<file path="config.mk">
export PLATFORM = sky130hd
export DESIGN_NAME = button_gesture_classifier_flat
export DESIGN_NICKNAME = d
export VERILOG_FILES = /design/src/hdl/bgc_pkg.sv /design/src/hdl/bgc_edge_if.sv /design/src/hdl/bgc_gesture_if.sv /design/src/hdl/bgc_cfg_regs.sv /design/src/hdl/bgc_classify.sv /design/src/hdl/button_gesture_classifier.sv /design/src/flat_wrapper.sv
export SDC_FILE = /design/constraint.sdc
export NUM_CORES = 1
export LEC_CHECK = 0
export BUFFER_PORTS_ARGS = -buffer_cell sky130_fd_sc_hd__buf_2
export CORE_MARGIN = 1.5
export CORE_UTILIZATION = 50
export CTS_BUF_LIST = sky130_fd_sc_hd__clkbuf_16
export DETAILED_ROUTE_END_ITERATION = 8
export PLACE_DENSITY = 0.71
export SLEW_MARGIN = 20
export SYNTH_ARGS = -nofsm -noshare
export SYNTH_HDL_FRONTEND = slang
export SYNTH_SLANG_ARGS = --single-unit
export TNS_END_PERCENT = 20
</file>
<file path="constraint.sdc">
create_clock -name clk_i -period 14.4 [get_ports clk_i]
set_input_delay 1.44 -clock clk_i [delete_from_list [all_inputs] [get_ports clk_i]]
set_output_delay 1.44 -clock clk_i [all_outputs]
set_load 0.02 [all_outputs]
</file>
<file path="src/hdl/bgc_pkg.sv">
// Shared types, constants and codes for the button gesture classifier.
`timescale 1ns / 1ps

package bgc_pkg;

  // Field widths
  localparam int unsigned TimeW    = 32;
  localparam int unsigned CfgW     = 16;
  localparam int unsigned CfgIdxW  = 2;
  localparam int unsigned CountW   = 2;
  localparam int unsigned EffectW  = 8;
  localparam int unsigned CountIncW = CountW + 1;

  // Configuration reset values (milliseconds)
  localparam logic [CfgW-1:0] DEBOUNCE_RST     = 16'd50;
  localparam logic [CfgW-1:0] CLICK_WINDOW_RST = 16'd450;
  localparam logic [CfgW-1:0] HOLD_RST         = 16'd900;

  // Haptic effect numbers
  localparam logic [EffectW-1:0] FX_NONE          = 8'h00;
  localparam logic [EffectW-1:0] FX_ROUTINE_START = 8'h01;
  localparam logic [EffectW-1:0] FX_EMERGENCY     = 8'h2F;
  localparam logic [EffectW-1:0] FX_CANCEL        = 8'h0C;
  localparam logic [EffectW-1:0] FX_WAKE          = 8'h0A;

  // Click counts that trigger a gesture
  localparam logic [CountIncW-1:0] CLICKS_START     = 3'd1;
  localparam logic [CountIncW-1:0] CLICKS_WAKE      = 3'd2;
  localparam logic [CountIncW-1:0] CLICKS_EMERGENCY = 3'd3;

  // Configuration register indexes
  typedef enum logic [CfgIdxW-1:0] {
    REG_DEBOUNCE     = 2'd0,
    REG_CLICK_WINDOW = 2'd1,
    REG_HOLD         = 2'd2
  } cfg_reg_e;

  // Gesture codes
  typedef enum logic [2:0] {
    EV_NONE            = 3'd0,
    EV_ROUTINE_START   = 3'd1,
    EV_EMERGENCY_START = 3'd2,
    EV_ROUTINE_CANCEL  = 3'd3,
    EV_WAKE            = 3'd4
  } gesture_e;

  typedef struct packed {
    logic [CfgW-1:0] debounce_ms;
    logic [CfgW-1:0] click_window_ms;
    logic [CfgW-1:0] hold_ms;
  } cfg_t;

  typedef struct packed {
    logic [TimeW-1:0]  last_edge_time;
    logic [TimeW-1:0]  press_start_time;
    logic              press_active;
    logic [CountW-1:0] click_count;
    logic [TimeW-1:0]  last_click_time;
  } state_t;

  typedef struct packed {
    logic [TimeW-1:0] time_ms;
    logic             button_level;
    logic             link_connected;
    logic             device_claimed;
  } edge_t;

  typedef struct packed {
    logic               edge_accepted;
    gesture_e           gesture_event;
    logic [EffectW-1:0] haptic_effect;
    logic               advertise_setup;
  } result_t;

endpackage

</file>
<file path="src/hdl/bgc_edge_if.sv">
// Valid/ready channel carrying one button edge event.
`timescale 1ns / 1ps

interface bgc_edge_if import bgc_pkg::*; ();
  logic             valid;
  logic             ready;
  logic [TimeW-1:0] time_ms;
  logic             button_level;
  logic             link_connected;
  logic             device_claimed;

  modport source (
    output valid, time_ms, button_level, link_connected, device_claimed,
    input  ready
  );

  modport sink (
    input  valid, time_ms, button_level, link_connected, device_claimed,
    output ready
  );
endinterface

</file>
<file path="src/hdl/bgc_gesture_if.sv">
// Valid/ready channel carrying one classification result.
`timescale 1ns / 1ps

interface bgc_gesture_if import bgc_pkg::*; ();
  logic               valid;
  logic               ready;
  logic               edge_accepted;
  logic [2:0]         gesture_event;
  logic [EffectW-1:0] haptic_effect;
  logic               advertise_setup;

  modport source (
    output valid, edge_accepted, gesture_event, haptic_effect, advertise_setup,
    input  ready
  );

  modport sink (
    input  valid, edge_accepted, gesture_event, haptic_effect, advertise_setup,
    output ready
  );
endinterface

</file>
<file path="src/hdl/bgc_cfg_regs.sv">
// Configuration registers for debounce, click window and hold times.
`timescale 1ns / 1ps

module bgc_cfg_regs import bgc_pkg::*; (
  input  logic               clk_i,
  input  logic               rst_ni,
  input  logic               cfg_we_i,
  input  logic [CfgIdxW-1:0] cfg_idx_i,
  input  logic [CfgW-1:0]    cfg_wdata_i,
  output cfg_t               cfg_o
);

  cfg_t cfg_q;

  // Decode the index and update the addressed register; ignore unused indexes
  always_ff @(posedge clk_i or negedge rst_ni) begin
    if (!rst_ni) begin
      cfg_q.debounce_ms     <= DEBOUNCE_RST;
      cfg_q.click_window_ms <= CLICK_WINDOW_RST;
      cfg_q.hold_ms         <= HOLD_RST;
    end else if (cfg_we_i) begin
      unique case (cfg_idx_i)
        REG_DEBOUNCE:     cfg_q.debounce_ms     <= cfg_wdata_i;
        REG_CLICK_WINDOW: cfg_q.click_window_ms <= cfg_wdata_i;
        REG_HOLD:         cfg_q.hold_ms         <= cfg_wdata_i;
        default: ;
      endcase
    end
  end

  assign cfg_o = cfg_q;

endmodule

</file>
<file path="src/hdl/bgc_classify.sv">
// Single-step classification of one edge: debounce, press tracking, click counting.
`timescale 1ns / 1ps

module bgc_classify import bgc_pkg::*; (
  input  cfg_t    cfg_i,
  input  state_t  state_i,
  input  edge_t   edge_i,
  output state_t  state_o,
  output result_t result_o
);

  logic [TimeW-1:0]     edge_gap;
  logic [TimeW-1:0]     press_len;
  logic [TimeW-1:0]     click_gap;
  logic                 bounce;
  logic                 is_hold;
  logic                 window_over;
  logic [CountW-1:0]    cnt_live;
  logic [CountIncW-1:0] cnt_inc;

  // Elapsed times, all modulo 2^32
  assign edge_gap  = edge_i.time_ms - state_i.last_edge_time;
  assign press_len = edge_i.time_ms - state_i.press_start_time;
  assign click_gap = edge_i.time_ms - state_i.last_click_time;

  assign bounce      = edge_gap < {{(TimeW-CfgW){1'b0}}, cfg_i.debounce_ms};
  assign is_hold     = press_len >= {{(TimeW-CfgW){1'b0}}, cfg_i.hold_ms};
  assign window_over = click_gap >= {{(TimeW-CfgW){1'b0}}, cfg_i.click_window_ms};

  // Expire the click count lazily when the window has passed
  assign cnt_live = ((state_i.click_count != '0) && window_over) ? '0 : state_i.click_count;
  assign cnt_inc  = {1'b0, cnt_live} + CountIncW'(1);

  // Classify the edge and work out the next state
  always_comb begin
    state_o                  = state_i;
    result_o.edge_accepted   = 1'b0;
    result_o.gesture_event   = EV_NONE;
    result_o.haptic_effect   = FX_NONE;
    result_o.advertise_setup = 1'b0;

    if (!bounce) begin
      result_o.edge_accepted = 1'b1;
      state_o.last_edge_time = edge_i.time_ms;

      if (edge_i.button_level) begin
        state_o.press_active     = 1'b1;
        state_o.press_start_time = edge_i.time_ms;
      end else if (state_i.press_active) begin
        state_o.press_active = 1'b0;
        if (is_hold) begin
          // Hold: cancel while connected, ignore otherwise
          state_o.click_count = '0;
          if (edge_i.link_connected) begin
            result_o.gesture_event = EV_ROUTINE_CANCEL;
            result_o.haptic_effect = FX_CANCEL;
          end
        end else begin
          state_o.last_click_time = edge_i.time_ms;
          if (edge_i.link_connected) begin
            if (cnt_inc >= CLICKS_EMERGENCY) begin
              state_o.click_count    = '0;
              result_o.gesture_event = EV_EMERGENCY_START;
              result_o.haptic_effect = FX_EMERGENCY;
            end else begin
              state_o.click_count = cnt_inc[CountW-1:0];
              if (cnt_inc == CLICKS_START) begin
                result_o.gesture_event = EV_ROUTINE_START;
                result_o.haptic_effect = FX_ROUTINE_START;
              end
            end
          end else begin
            if (cnt_inc >= CLICKS_WAKE) begin
              state_o.click_count      = '0;
              result_o.gesture_event   = EV_WAKE;
              result_o.haptic_effect   = FX_WAKE;
              result_o.advertise_setup = ~edge_i.device_claimed;
            end else begin
              state_o.click_count = cnt_inc[CountW-1:0];
            end
          end
        end
      end
    end
  end

endmodule

</file>
<file path="src/hdl/button_gesture_classifier.sv">
// Top level of the button gesture classifier: input register, state, result register.
`timescale 1ns / 1ps

// Each transferred edge event lands in an input register, is classified against
// the held press/click state once the result register is free or being drained,
// and its result is then registered in the output register. One event can be
// taken every clock while the sink keeps the result register drained. The
// throughput is set by the read-modify-write of the gesture state. Every accepted
// edge gives exactly one result (a debounced edge reports all-zero fields).
// Configuration writes should be made only while no event is in flight.

module button_gesture_classifier import bgc_pkg::*; (
  input  logic               clk_i,
  input  logic               rst_ni,
  input  logic               cfg_we_i,
  input  logic [CfgIdxW-1:0] cfg_idx_i,
  input  logic [CfgW-1:0]    cfg_wdata_i,
  bgc_edge_if.sink           edge_in,
  bgc_gesture_if.source      gest_out
);

  cfg_t    cfg;
  edge_t   in_q;
  logic    in_vld_q;
  state_t  state_q;
  state_t  state_d;
  result_t res_d;
  result_t out_q;
  logic    out_vld_q;
  logic    step_fire;
  logic    in_ready;
  logic    in_load;

  bgc_cfg_regs u_cfg (
    .clk_i       (clk_i),
    .rst_ni      (rst_ni),
    .cfg_we_i    (cfg_we_i),
    .cfg_idx_i   (cfg_idx_i),
    .cfg_wdata_i (cfg_wdata_i),
    .cfg_o       (cfg)
  );

  bgc_classify u_classify (
    .cfg_i    (cfg),
    .state_i  (state_q),
    .edge_i   (in_q),
    .state_o  (state_d),
    .result_o (res_d)
  );

  // Advance when the result register is free or being drained
  assign step_fire     = in_vld_q && (!out_vld_q || gest_out.ready);
  assign in_ready      = !in_vld_q || step_fire;
  assign in_load       = edge_in.valid && in_ready;
  assign edge_in.ready = in_ready;

  // Input register
  always_ff @(posedge clk_i or negedge rst_ni) begin
    if (!rst_ni) begin
      in_vld_q <= 1'b0;
    end else if (in_load) begin
      in_vld_q <= 1'b1;
    end else if (step_fire) begin
      in_vld_q <= 1'b0;
    end
  end

  always_ff @(posedge clk_i) begin
    if (in_load) begin
      in_q.time_ms        <= edge_in.time_ms;
      in_q.button_level   <= edge_in.button_level;
      in_q.link_connected <= edge_in.link_connected;
      in_q.device_claimed <= edge_in.device_claimed;
    end
  end

  // Gesture state, updated once per classified edge
  always_ff @(posedge clk_i or negedge rst_ni) begin
    if (!rst_ni) begin
      state_q <= '0;
    end else if (step_fire) begin
      state_q <= state_d;
    end
  end

  // Result register: hold while the sink stalls
  always_ff @(posedge clk_i or negedge rst_ni) begin
    if (!rst_ni) begin
      out_vld_q <= 1'b0;
    end else if (step_fire) begin
      out_vld_q <= 1'b1;
    end else if (gest_out.ready) begin
      out_vld_q <= 1'b0;
    end
  end

  always_ff @(posedge clk_i) begin
    if (step_fire) begin
      out_q <= res_d;
    end
  end

  assign gest_out.valid           = out_vld_q;
  assign gest_out.edge_accepted   = out_q.edge_accepted;
  assign gest_out.gesture_event   = out_q.gesture_event;
  assign gest_out.haptic_effect   = out_q.haptic_effect;
  assign gest_out.advertise_setup = out_q.advertise_setup;

  // A dropped edge never carries a gesture or an effect
  a_drop_is_silent: assert property (@(posedge clk_i) disable iff (!rst_ni)
    (gest_out.valid && !gest_out.edge_accepted) |->
      (gest_out.gesture_event == EV_NONE && gest_out.haptic_effect == FX_NONE))
    else $error("dropped edge reported a gesture");

  // The click count is cleared before it can reach three
  a_count_range: assert property (@(posedge clk_i) disable iff (!rst_ni)
    state_q.click_count != 2'd3)
    else $error("click count reached an unreachable value");

  // Every classified edge shows up in the result register next cycle
  a_step_reaches_out: assert property (@(posedge clk_i) disable iff (!rst_ni)
    step_fire |=> gest_out.valid)
    else $error("classified edge lost before the result register");

  // Setup advertising is only flagged on a wake gesture
  a_setup_only_on_wake: assert property (@(posedge clk_i) disable iff (!rst_ni)
    (gest_out.valid && gest_out.advertise_setup) |-> (gest_out.gesture_event == EV_WAKE))
    else $error("advertise_setup set outside a wake gesture");

endmodule
</file>
<file path="src/flat_wrapper.sv">
// flat-port wrapper written by rule: the top's interface ports become plain ports
module button_gesture_classifier_flat import bgc_pkg::*;
  (clk_i, rst_ni, cfg_we_i, cfg_idx_i, cfg_wdata_i, edge_in_valid, edge_in_time_ms, edge_in_button_level, edge_in_link_connected, edge_in_device_claimed, edge_in_ready, gest_out_valid, gest_out_edge_accepted, gest_out_gesture_event, gest_out_haptic_effect, gest_out_advertise_setup, gest_out_ready);
  bgc_edge_if edge_in_i ();
  bgc_gesture_if gest_out_i ();
  input  logic clk_i;
  input  logic rst_ni;
  input  logic cfg_we_i;
  input  logic [CfgIdxW-1:0] cfg_idx_i;
  input  logic [CfgW-1:0] cfg_wdata_i;
  input wire logic [$bits(edge_in_i.valid)-1:0] edge_in_valid;
  input wire logic [$bits(edge_in_i.time_ms)-1:0] edge_in_time_ms;
  input wire logic [$bits(edge_in_i.button_level)-1:0] edge_in_button_level;
  input wire logic [$bits(edge_in_i.link_connected)-1:0] edge_in_link_connected;
  input wire logic [$bits(edge_in_i.device_claimed)-1:0] edge_in_device_claimed;
  output wire logic [$bits(edge_in_i.ready)-1:0] edge_in_ready;
  output wire logic [$bits(gest_out_i.valid)-1:0] gest_out_valid;
  output wire logic [$bits(gest_out_i.edge_accepted)-1:0] gest_out_edge_accepted;
  output wire logic [$bits(gest_out_i.gesture_event)-1:0] gest_out_gesture_event;
  output wire logic [$bits(gest_out_i.haptic_effect)-1:0] gest_out_haptic_effect;
  output wire logic [$bits(gest_out_i.advertise_setup)-1:0] gest_out_advertise_setup;
  input wire logic [$bits(gest_out_i.ready)-1:0] gest_out_ready;
  assign edge_in_i.valid = edge_in_valid;
  assign edge_in_i.time_ms = edge_in_time_ms;
  assign edge_in_i.button_level = edge_in_button_level;
  assign edge_in_i.link_connected = edge_in_link_connected;
  assign edge_in_i.device_claimed = edge_in_device_claimed;
  assign edge_in_ready = edge_in_i.ready;
  assign gest_out_valid = gest_out_i.valid;
  assign gest_out_edge_accepted = gest_out_i.edge_accepted;
  assign gest_out_gesture_event = gest_out_i.gesture_event;
  assign gest_out_haptic_effect = gest_out_i.haptic_effect;
  assign gest_out_advertise_setup = gest_out_i.advertise_setup;
  assign gest_out_i.ready = gest_out_ready;
  button_gesture_classifier u_core (.clk_i(clk_i), .rst_ni(rst_ni), .cfg_we_i(cfg_we_i), .cfg_idx_i(cfg_idx_i), .cfg_wdata_i(cfg_wdata_i), .edge_in(edge_in_i), .gest_out(gest_out_i));
endmodule
</file>
==> results of run 1 <==
==> per-stage QoR <==
step                worst slack (ps)  hold WS, ps  area, um2  utilization [%]
floorplan                       9663        454.9      14740                -
global placement                8524        470.1      15260            52.87
detailed placement              8501        482.2      15260            52.87
CTS                             8456        497.6      15850            54.91
global route                    8052        510.5      15850            54.91
finish                          8426        494.1      15850            54.91
==> cell usage in the layout (no fill, tap or decap), types with 28 or more instances in the layout <==
cell type,count
a21o_1,61
o21ai_0,63
mux2_2,91
nand2_1,90
nor2_1,61
dfrtp_1,138
a21oi_1,114
nand4_1,40
buf_2,68
ha_1,144
edfxtp_1,44
nand3_1,28
mux2_4,28
inv_1,173
xnor2_1,32
==> area by class of cell <==
cell class | count | area [um2] | share of cell area [%]
clock buffers | 18 | 450.4 | 2.842
clock inverters | 14 | 140.1 | 0.8843
inverters | 173 | 649.4 | 4.098
multi-input cells | 1106 | 8696 | 54.88
flip-flops and latches | 193 | 5064 | 31.95
well taps | 384 | 480.5 | 3.032
repair buffers | 71 | 366.6 | 2.313
==> power by group through the flow <==
stage | logic (uW) | registers, uW | clock network (uW)
after global placement | 830 | 687 | 0
after CTS | 850 | 680 | 486
final | 856 | 681 | 477
after detailed placement | 840 | 691 | 0
after global routing | 958 | 689 | 511
after floorplan | 653 | 675 | 0
==> routing by layer <==
layer  wire, um  share of wire (%)  global-route usage (%)  vias up
met3       1452                4.0                   3.394       64
met1      17390                 48                   34.36     5718
met4        966                2.7                   9.259        0
met2      16420                 45                   38.65      313
met5          0                  0                       0        -
li1           -                  -                       -     5643
==> registers in the layout (all words and copies together), names as in the netlist <==
| name | flops |
|---|---|
| u_core.gest_out.advertise_setup | 1 |
| u_core.gest_out.edge_accepted | 1 |
| u_core.state_q | 99 |
| u_core.in_vld_q | 1 |
| u_core.gest_out.valid | 1 |
| u_core.in_q | 35 |
| u_core.gest_out.gesture_event | 3 |
| u_core.u_cfg.cfg_o | 48 |
| u_core.gest_out.haptic_effect | 4 |
==> cell families (layout without fill, tap and decap cells) <==
logic type,after synthesis,after routing,share of synthesized area [%]
other cells,1,3,0.02546
simple gates,338,338,12.29
xor+xnor,55,55,3.271
fa+ha+maj,147,147,12.64
compound gates,423,423,19.40
flops,193,193,34.38
buf+inv,233,276,6.669
mux,140,140,11.32
==> synth_stat cells (11+ instances only) <==
cell type,instances,area [um2]
a211oi_1,16,120.1
a21o_1,61,457.9
a21oi_1,114,570.6
a31oi_1,13,81.33
clkbuf_1,42,157.7
dfrtp_1,138,3453
dfstp_2,11,289.0
edfxtp_1,44,1321
ha_1,144,1802
inv_1,173,649.4
mux2_2,91,1025
mux2_4,28,420.4
mux2i_1,12,120.1
nand2_1,90,337.8
nand2b_1,13,81.33
nand3_1,28,140.1
nand4_1,40,250.2
nor2_1,61,229.0
nor2b_1,11,68.82
nor3_1,16,80.08
o2111ai_1,11,96.34
o211ai_1,18,135.1
o21a_1,23,172.7
o21ai_0,63,315.3
o21bai_1,15,112.6
or3_1,11,68.82
xnor2_1,32,280.3
xor2_1,23,201.4
==> worst paths after layout <==
kind                       slack (ps)  depth (start not counted)          startpoint                               end
min                               490                          1  u_core.state_q[56]                u_core.state_q[56]
max in group asynchronous       11970                          2              rst_ni                u_core.state_q[24]
min reg2reg                       490                          1  u_core.state_q[56]                u_core.state_q[56]
min in group asynchronous        1000                          1              rst_ni                u_core.state_q[70]
max                              8430                         22      u_core.in_q[6]  u_core.gest_out.haptic_effect[3]
max reg2reg                      8430                         22      u_core.in_q[6]  u_core.gest_out.haptic_effect[3]
==> critical path, stage by stage, from the launching register on <==
cell,delay [ps]
edfxtp_1,550
ha_1,430
a21o_1,180
a21o_1,180
o21a_1,250
a22oi_1,440
nand2_1,150
a31oi_1,220
xnor2_1,150
ha_1,270
o2111ai_1,150
nor2_1,100
a2bb2oi_1,160
o2111ai_1,200
nor4_1,380
o311a_1,230
nand4_1,90
nor4_2,660
nand2_1,270
ha_1,280
nor2_1,140
nand4_1,180
o21ai_1,140
==> summary.md, run 1 <==
| Metric | Value |
|---|---|
| Status | complete, no violations |
| CTS Sinks | 193 |
| Mapped Area | 14,730 um2 |
| Iter 0 DRT Violations | 749 |
| Element type at the critical path start | flip-flop |
| RD Place Congestion | 0.9350 |
| Total of max-cap violations | 0 |
| Initial antenna violation count | 0 |
| Seq pwr share | 33.8% |
| Total CTS buffers | 17 |
| Die footprint | 30,490 um2 |
| Largest vdd supply drop | 0.09144 mV |
| N_diodes | 0 |
| Root Driver | clkbuf_16 |
| CTS tree | built |
| WP data arrival | 6270 ps |
| Power density cells | 127.0 nW/um2 |
| Hold-fix buffers, CTS | 0 |
| Max-slew violation count | 0 |
| Initial DRT Pass Iterations | 5 |
| Top_reg_cell synth | dfrtp_1 |
| Post-CTS Setup Inserts | 0 |
| Seq/Total Area, Yosys | 34.38% |
| Total power | 2013 uW |
| Max Fanout on Critical Path | 6 |
| DRT antenna net count | 0 |
| Final non-filler cell total | 1,959 |
| Drt wl/cell | 18.49 um |
| Setup violators final | 0 |
| Initial Utilization | 51.04% |
| Netlist cell types | 87 |
| Min cycle time layout | 5974 ps |
| Worst Path Required | 14,690 ps |
| I/O Pins | 73 |
| Clock Latency Late Sink | 450 ps |
| Setup Crit Path Kind | reg -> reg |
| Switching part of the total | 37.97% |
| Total wire length | 36,230 um |
| Post-Syn Area per Cell | 9.626 um2 |
| Final critical-path share of the clock period | 41.49% |
| Core area | 28,860 um2 |
| Post-Place Cells | 1,927 |
| Nets | 1,767 |
| Clock power share | 23.7% |
| Power Internal | 1249 uW |
| Gr ovfl total | 0 |
| Reg clk slew, reported paths | 70 ps |
| Filler cell count | 2,620 |
| First-pass GRT wire length | 59,400 um |
| CTS Buffer Depth | 2 |
| Psw | 764.4 uW |
| CTS H-tree depth | 4 |
| Hold Fails Final Rpt | 0 |
| DP HPWL | 28,580 um |
| TNS Setup | 0 ps |
| Worst min-delay path class | reg -> reg |
| # DRC | 0 |
| RSZ-0062 raised after global routing | false |
| Number of synthesized flops with an enable pin | 44 |
| Post-synthesis register bit count | 193 |
| Num rows | 62 |
| Die H | 174.6 um |
| Skew final | 12.04 ps |
| Area Growth Syn to Fin | 7.595% |
| Combinational fraction of design power | 42.5% |
| Leak | 0.007300 uW |
| Syn. warnings | 0 |
| Post-synth ARST share | 77.20% |
| Max transition margin | 37.80% |
| Total Routing Usage GR | 24.53% |
| Proportion of layout cells with a drive suffix above 1 | 16.76% |
| Vias in the first global route | 11,390 |
| Cells after Synth | 1,530 |
| Vias | 11,740 |
| Via/cell ratio | 5.992 |
| Tightest Pin Transition | 909.5 ps |
| Post-cts sizing count | 0 |
| IO Port Bufs | 69 |
| Largest net degree at the start of global routing | 79 |
| Chip Width | 174.6 um |
| Fmax | 167.4 MHz |
| CP Capture Type | flip-flop |
No activity file was read; power rests on OpenSTA's default activity.
==> run 2: changes to the inputs <==
--- a/config.mk
+++ b/config.mk
@@ -5,12 +5,13 @@
 export SDC_FILE = /design/constraint.sdc
 export NUM_CORES = 1
 export LEC_CHECK = 0
+export ABC_AREA = 1
 export BUFFER_PORTS_ARGS = -buffer_cell sky130_fd_sc_hd__buf_2
 export CORE_MARGIN = 1.5
 export CORE_UTILIZATION = 50
 export CTS_BUF_LIST = sky130_fd_sc_hd__clkbuf_16
 export DETAILED_ROUTE_END_ITERATION = 8
-export PLACE_DENSITY = 0.71
+export PLACE_DENSITY = 0.74
 export SLEW_MARGIN = 20
 export SYNTH_ARGS = -nofsm -noshare
 export SYNTH_HDL_FRONTEND = slang
==> constraint.sdc (replaced) <==
create_clock -name clk_i -period 5.1 [get_ports clk_i]
set_input_delay 0.51 -clock clk_i [delete_from_list [all_inputs] [get_ports clk_i]]
set_output_delay 0.51 -clock clk_i [all_outputs]
set_load 0.02 [all_outputs]
==> run 2 against run 1 <==
Compared with the run above:
- global-route usage up 3.4 points
- worst hold slack worse by 460 ps
- utilization grew 0.36 points
- sequential power increased to 2.9 times the previous value
- total power rose to 3.3 times the previous value
- critical path depth down 3
- die area grew 7.2%
- clock-buffer cell count unchanged
- register-to-register slack lost 7800 ps
- fmax is 33% higher
- synthesized cell count increased by 55%
- critical endpoint is now u_core.state_q[1]
==> summary.md, run 2 <==
| Metric | Value |
|---|---|
| Post-Place Cells | 2,813 |
| # DRC | 0 |
| I/O Pins | 73 |
| Number of synthesized flops with an enable pin | 44 |
| CP Capture Type | flip-flop |
| Min cycle time layout | 4495 ps |
| Slack of the critical path | 605.1 ps |
| Biggest register | u_core.state_q |
| Post-CTS Setup Inserts | 0 |
| Commonest cells in the netlist | nand2_1 (845), inv_1 (462), nor2_1 (168) |
| RD Place Congestion | 0.9283 |
| Share of the synthesized area in the top cell type | 21.85% |
| Final critical-path share of the clock period | 88.13% |
| Register-to-Register Path Depth | 19 |
| Skew final | 13.56 ps |
| Max transition margin | 31.07% |
| Total Routing Usage GR | 27.89% |
| Num rows | 64 |
| Max reg flops | 99 |
| CTS tree | built |
| Status | complete, no violations |
| DRT antenna net count | 0 |
| Final non-filler cell total | 2,845 |
| RSZ-0062 raised after global routing | false |
| Core area | 30,830 um2 |
| Dominant cells by area after synthesis | dfrtp_1 (22%), nand2_1 (20%), ha_1 (11%) |
| Clock power share | 20.1% |
| Commonest non-fill, non-tap cells in the layout | nand2_1 (845), inv_1 (462), nor2_1 (168) |
| Via/cell ratio | 5.139 |
| Worst Path Required | 5490 ps |
| Crit path launch | u_core.in_q[9] |
| Element type at the critical path start | flip-flop |
| Tightest Pin Transition | 1031 ps |
| Die H | 180.8 um |
| Initial antenna violation count | 0 |
| CTS Buffer Depth | 2 |
| Yosys top cell by area | dfrtp_1 |
| Gr ovfl total | 0 |
| Clock Latency Late Sink | 460 ps |
| Top_reg_cell synth | dfrtp_1 |
| Initial Utilization | 51.26% |
| Largest vdd supply drop | 0.2273 mV |
| Dpl ws | 631.7 ps |
| Seq pwr share | 29.7% |
| Reg2reg start | u_core.in_q[9] |
| Switching part of the total | 44.74% |
| Chip Width | 180.8 um |
| Slowest stage delay, CP | 580 ps |
| Post-synth ARST share | 77.20% |
| Largest net degree at the start of global routing | 64 |
| Area Growth Syn to Fin | 7.838% |
| Mapped Area | 15,800 um2 |
| Worst path cell trace | ha_1, nand2_1, nor2_1, nand3_1, nand3_2, a21o_1, xor2_1, ha_1, nand2_1, nor2_1, a211oi_1, nand4_1, nor2_1, nand3_1, nor2_2, nand3_4, nor2_8, nand2_1, nand2_1 |
| Initial DRT Pass Iterations | 6 |
| Hold-fix buffers, CTS | 0 |
| TNS Setup | 0 ps |
| Worst R2R Setup Slack | 610 ps |
| Nets | 2,641 |
| Post-Syn Area per Cell | 6.648 um2 |
| Setup Crit Path Kind | reg -> reg |
| Total wire length | 44,300 um |
| Vias | 14,620 |
| Netlist cell types | 47 |
| Proportion of layout cells with a drive suffix above 1 | 6.737% |
| Cells after Synth | 2,377 |
| IO Port Bufs | 69 |
| Syn. warnings | 0 |
| Reg clk slew, reported paths | 80 ps |
| Setup violators final | 0 |
| Post-synthesis register bit count | 193 |
| Psw | 2980 uW |
| First-pass GRT wire length | 71,620 um |
| Total of max-cap violations | 0 |
| Total CTS buffers | 17 |
| Max-slew violation count | 0 |
| Most Frequent Cell on Critical Path | nand2_1 |
| Vias in the first global route | 14,360 |
| Power Internal | 3680 uW |
| Combinational fraction of design power | 50.2% |
| Most common cell in the netlist | nand2_1 |
| Crit path max-delay cell type | edfxtp_1 |
| Most common cell after layout, fill and taps aside | nand2_1 |
| WP data arrival | 4890 ps |
| N_diodes | 0 |
| DP HPWL | 36,480 um |
| Hold Fails Final Rpt | 0 |
| Post-cts sizing count | 0 |
| CTS H-tree depth | 4 |
| Die footprint | 32,680 um2 |
| Leak | 0.009594 uW |
| RR Endpoint | u_core.state_q[1] |
| CTS Sinks | 193 |
| Iter 0 DRT Violations | 997 |
| Fmax | 222.5 MHz |
| Drt wl/cell | 15.57 um |
| Power density cells | 390.8 nW/um2 |
| Max Fanout on Critical Path | 34 |
| Seq/Total Area, Yosys | 32.04% |
| Worst min-delay path class | in -> async |
| Root Driver | clkbuf_16 |
-- run 2: area by class of cell --
type / count / area [um2]
fill: 3048 / 13790
multi-input combinational: 1679 / 8743
sequential: 193 / 5064
inverter: 472 / 1772
tap: 396 / 495.5
clock buffer: 18 / 450.4
timing repair buffer: 73 / 381.6
clock inverter: 14 / 135.1
-- run 2: worst max-delay path by stage --
stage	cells after the start	slack (ps)	end
2_1_floorplan	27	1740	u_core.state_q[33]
3_5_place_dp	19	630	u_core.state_q[1]
4_1_cts	19	610	u_core.state_q[29]
5_1_grt	19	290	u_core.state_q[3]
3_3_place_gp	19	670	u_core.state_q[33]
6_report	19	610	u_core.state_q[1]
-- run 2: metal layers --
metal  routed length [um]  GRT usage, %  vias up
met3                 2013         3.165       74
li1                     -             -     7485
met4                 1268         10.08        0
met2                21420         49.05      331
met1                19600         35.28     6730
met5                    0             0        -
-- run 2: critical path, delay by kind of cell, from the launching register on --
family / cells / cell delay (ps)
AO/OA/AOI/OAI: 2 / 540
XOR/XNOR: 1 / 240
adder cells (fa/ha/maj): 2 / 740
flip-flops: 1 / 580
AND/OR/NAND/NOR: 14 / 2320
-- run 2: metrics by stage --
stage,total power (uW),hold WS (ps),util [%],area [um2]
after global placement,5243,467.9,53.38,16460
after floorplan,4439,214.4,-,15810
after global routing,7238,76.53,55.28,17040
final,6660,34.23,55.28,17040
after detailed placement,5317,473.3,53.38,16460
after CTS,6673,50.41,55.28,17040
-- run 2: logic make-up (layout without fill, tap and decap cells) --
family	Yosys count	in the layout	share of synthesized area, %
fa+ha+maj	147	147	11.78
compound gates	277	277	9.319
flops	193	193	32.04
xor+xnor	47	47	2.605
other cells	1	3	0.02373
buf+inv	507	577	12.68
simple gates	1205	1205	31.55
-- run 2: power groups by stage --
stage	Clock (uW)	Combinational, uW	Sequential, uW
3_5_place_dp	0	3320	2000
4_1_cts	1360	3340	1970
2_1_floorplan	0	2480	1960
5_1_grt	1420	3820	2000
6_report	1340	3340	1980
3_3_place_gp	0	3250	1990
==> run 3: changes to the inputs <==
--- a/config.mk
+++ b/config.mk
@@ -11,7 +11,7 @@
 export CORE_UTILIZATION = 50
 export CTS_BUF_LIST = sky130_fd_sc_hd__clkbuf_16
 export DETAILED_ROUTE_END_ITERATION = 8
-export PLACE_DENSITY = 0.74
+export PLACE_DENSITY = 0.71
 export SLEW_MARGIN = 20
 export SYNTH_ARGS = -nofsm -noshare
 export SYNTH_HDL_FRONTEND = slang
==> constraint.sdc (replaced) <==
create_clock -name clk_i -period 4.35 [get_ports clk_i]
set_input_delay 0.435 -clock clk_i [delete_from_list [all_inputs] [get_ports clk_i]]
set_output_delay 0.435 -clock clk_i [all_outputs]
set_load 0.02 [all_outputs]
==> run 3 against run 2 <==
Compared with the run above:
- register-to-register slack worse by 310 ps
- via count is 2.3% higher
- sequential power is 16% higher
- non-clock buffer count is 25 higher
- total power is 20% higher
- final cell count is 0.95% higher
- worst setup slack worse by 310 ps
- worst hold slack better by 7.2 ps
- wire length is 2.8% higher
- fmax is 11% higher
- critical path depth is 2 higher
- critical path type unchanged
- critical endpoint is now u_core.state_q[14]
==> summary.md, run 3 (synthesis results as in run 2) <==
| Metric | Value |
|---|---|
| Vias in the first global route | 14,290 |
| # DRC | 0 |
| RD Place Congestion | 0.9489 |
| Most common cell after layout, fill and taps aside | nand2_1 |
| Slack of the critical path | 295.3 ps |
| CTS H-tree depth | 4 |
| Hold-fix buffers, CTS | 0 |
| Worst Path Required | 4680 ps |
| Setup Crit Path Kind | reg -> reg |
| Power Internal | 4421 uW |
| Final critical-path share of the clock period | 93.21% |
| Power density cells | 456.5 nW/um2 |
| Total of max-cap violations | 0 |
| Filler cell count | 2,999 |
| Initial antenna violation count | 0 |
| Vias | 14,950 |
| Area Growth Syn to Fin | 10.40% |
| WP data arrival | 4390 ps |
| Clock Latency Late Sink | 460 ps |
| Worst min-delay path class | in -> async |
| Total Routing Usage GR | 28.27% |
| Worst R2R Setup Slack | 300 ps |
| Status | complete, no violations |
| Commonest non-fill, non-tap cells in the layout | nand2_1 (844), inv_1 (461), nor2_1 (165) |
| Die H | 180.8 um |
| CTS Buffer Depth | 2 |
| Max reg flops | 99 |
| Final non-filler cell total | 2,872 |
| Drt wl/cell | 15.86 um |
| Combinational fraction of design power | 50.8% |
| Reg clk slew, reported paths | 70 ps |
| First-pass GRT wire length | 72,280 um |
| Max-slew violation count | 0 |
| Crit path launch | u_core.in_q[12] |
| Switching part of the total | 44.49% |
| Psw | 3542 uW |
| Hold Fails Final Rpt | 0 |
| IO Port Bufs | 69 |
| CP Capture Type | flip-flop |
| Reg2reg start | u_core.in_q[12] |
| Chip Width | 180.8 um |
| Core area | 30,830 um2 |
| Leak | 0.009744 uW |
| Die footprint | 32,680 um2 |
| Max transition margin | 33.97% |
| Total power | 7963 uW |
| DP HPWL | 36,500 um |
| Root Driver | clkbuf_16 |
| DRT antenna net count | 0 |
| Biggest register | u_core.state_q |
| I/O Pins | 73 |
| CTS Sinks | 193 |
| Iter 0 DRT Violations | 1,085 |
| Skew final | 16.28 ps |
| Proportion of layout cells with a drive suffix above 1 | 8.522% |
| Initial Utilization | 51.26% |
| Setup violators final | 0 |
| Gr ovfl total | 0 |
| Worst Hold Slack | 41.40 ps |
| Min cycle time layout | 4055 ps |
| Fmax | 246.6 MHz |
| Nets | 2,668 |
| Post-Place Cells | 2,821 |
| Max Fanout on Critical Path | 20 |
| Final core occ | 56.59% |
| RSZ-0062 raised after global routing | true |
| Initial DRT Pass Iterations | 6 |
| N_diodes | 0 |
| Register-to-Register Path Depth | 21 |
| Dpl ws | -21.33 ps |
| Num rows | 64 |
| Total wire length | 45,540 um |
| Tightest Pin Transition | 987.7 ps |
| Element type at the critical path start | flip-flop |
| Largest vdd supply drop | 0.2616 mV |
| CTS tree | built |
| Seq pwr share | 28.9% |
| Via/cell ratio | 5.205 |
| RR Endpoint | u_core.state_q[14] |
| Largest net degree at the start of global routing | 86 |
| Total CTS buffers | 17 |
| Clock power share | 20.3% |
-- run 3: cell types whose count changed in the layout (fill, tap and decap cells not counted), sizes merged --
cell,previous run,this run
inv,482,479
bufinv,0,1
clkinv,4,6
buf,73,98
nor2,182,184
-- run 3: through the flow --
step,TNS (ps),area (um2)
2_1_floorplan,0,15810
3_3_place_gp,-3.315,16540
3_5_place_dp,-25.27,16540
4_1_cts,0,17150
5_1_grt,-88.83,17450
6_report,0,17450
-- run 3: worst max-delay path by stage --
stage | slack, ps | to
after CTS | 6 | u_core.state_q[62]
after floorplan | 990 | u_core.state_q[33]
after detailed placement | -20 | u_core.state_q[40]
final | 300 | u_core.state_q[14]
after global routing | -30 | u_core.state_q[14]
after global placement | -3 | u_core.state_q[45]
-- run 3: final cells by class --
cell class | instances | area (um2) | area share, %
inverter | 472 | 1777 | 10.18
multi-input combinational | 1681 | 8900 | 51.01
clock buffer | 18 | 450.4 | 2.582
timing repair buffer | 98 | 614.3 | 3.521
tap | 396 | 495.5 | 2.840
clock inverter | 14 | 145.1 | 0.8320
sequential | 193 | 5064 | 29.03
-- run 3: power by group through the flow --
stage / combinational [uW] / sequential [uW] / clock, uW
detailed placement: 3900 / 2340 / 0
finish: 4040 / 2300 / 1620
global route: 4600 / 2330 / 1700
global placement: 3820 / 2330 / 0
floorplan: 2910 / 2290 / 0
CTS: 3940 / 2310 / 1630
-- run 3: worst max-delay path, stage by stage (launching register included) --
cell,delay (ps)
edfxtp_1,560
ha_1,450
nand2_1,110
nor2_1,200
nand3_1,150
nand3_2,100
buf_4,130
xor2_1,250
ha_1,280
nand2_1,70
nor2_1,50
a211oi_1,190
nand2_1,160
nand2_1,110
nand4_1,90
nor2_1,110
nand3_1,90
nor2_2,130
nand3_4,190
buf_6,220
o21ai_0,190
nand2_1,80
-- run 3: timing repair --
item                                    in CTS  in global routing
pin swaps                                    2                  2
buffers inserted                             0                 17
hold endpoints to repair                     0                  0
cloned                                       1                  1
resized for setup                            1                 26
endpoints found under the setup margin       6                105
-- run 3: layer usage --
metal / up-vias / GRT usage (%) / share of wire (%)
li1: 7554 / - / -
met2: 356 / 49.08 / 48
met1: 6971 / 37.05 / 45
met5: - / 0 / 0
met3: 68 / 2.762 / 4.4
met4: 0 / 9.008 / 2.4
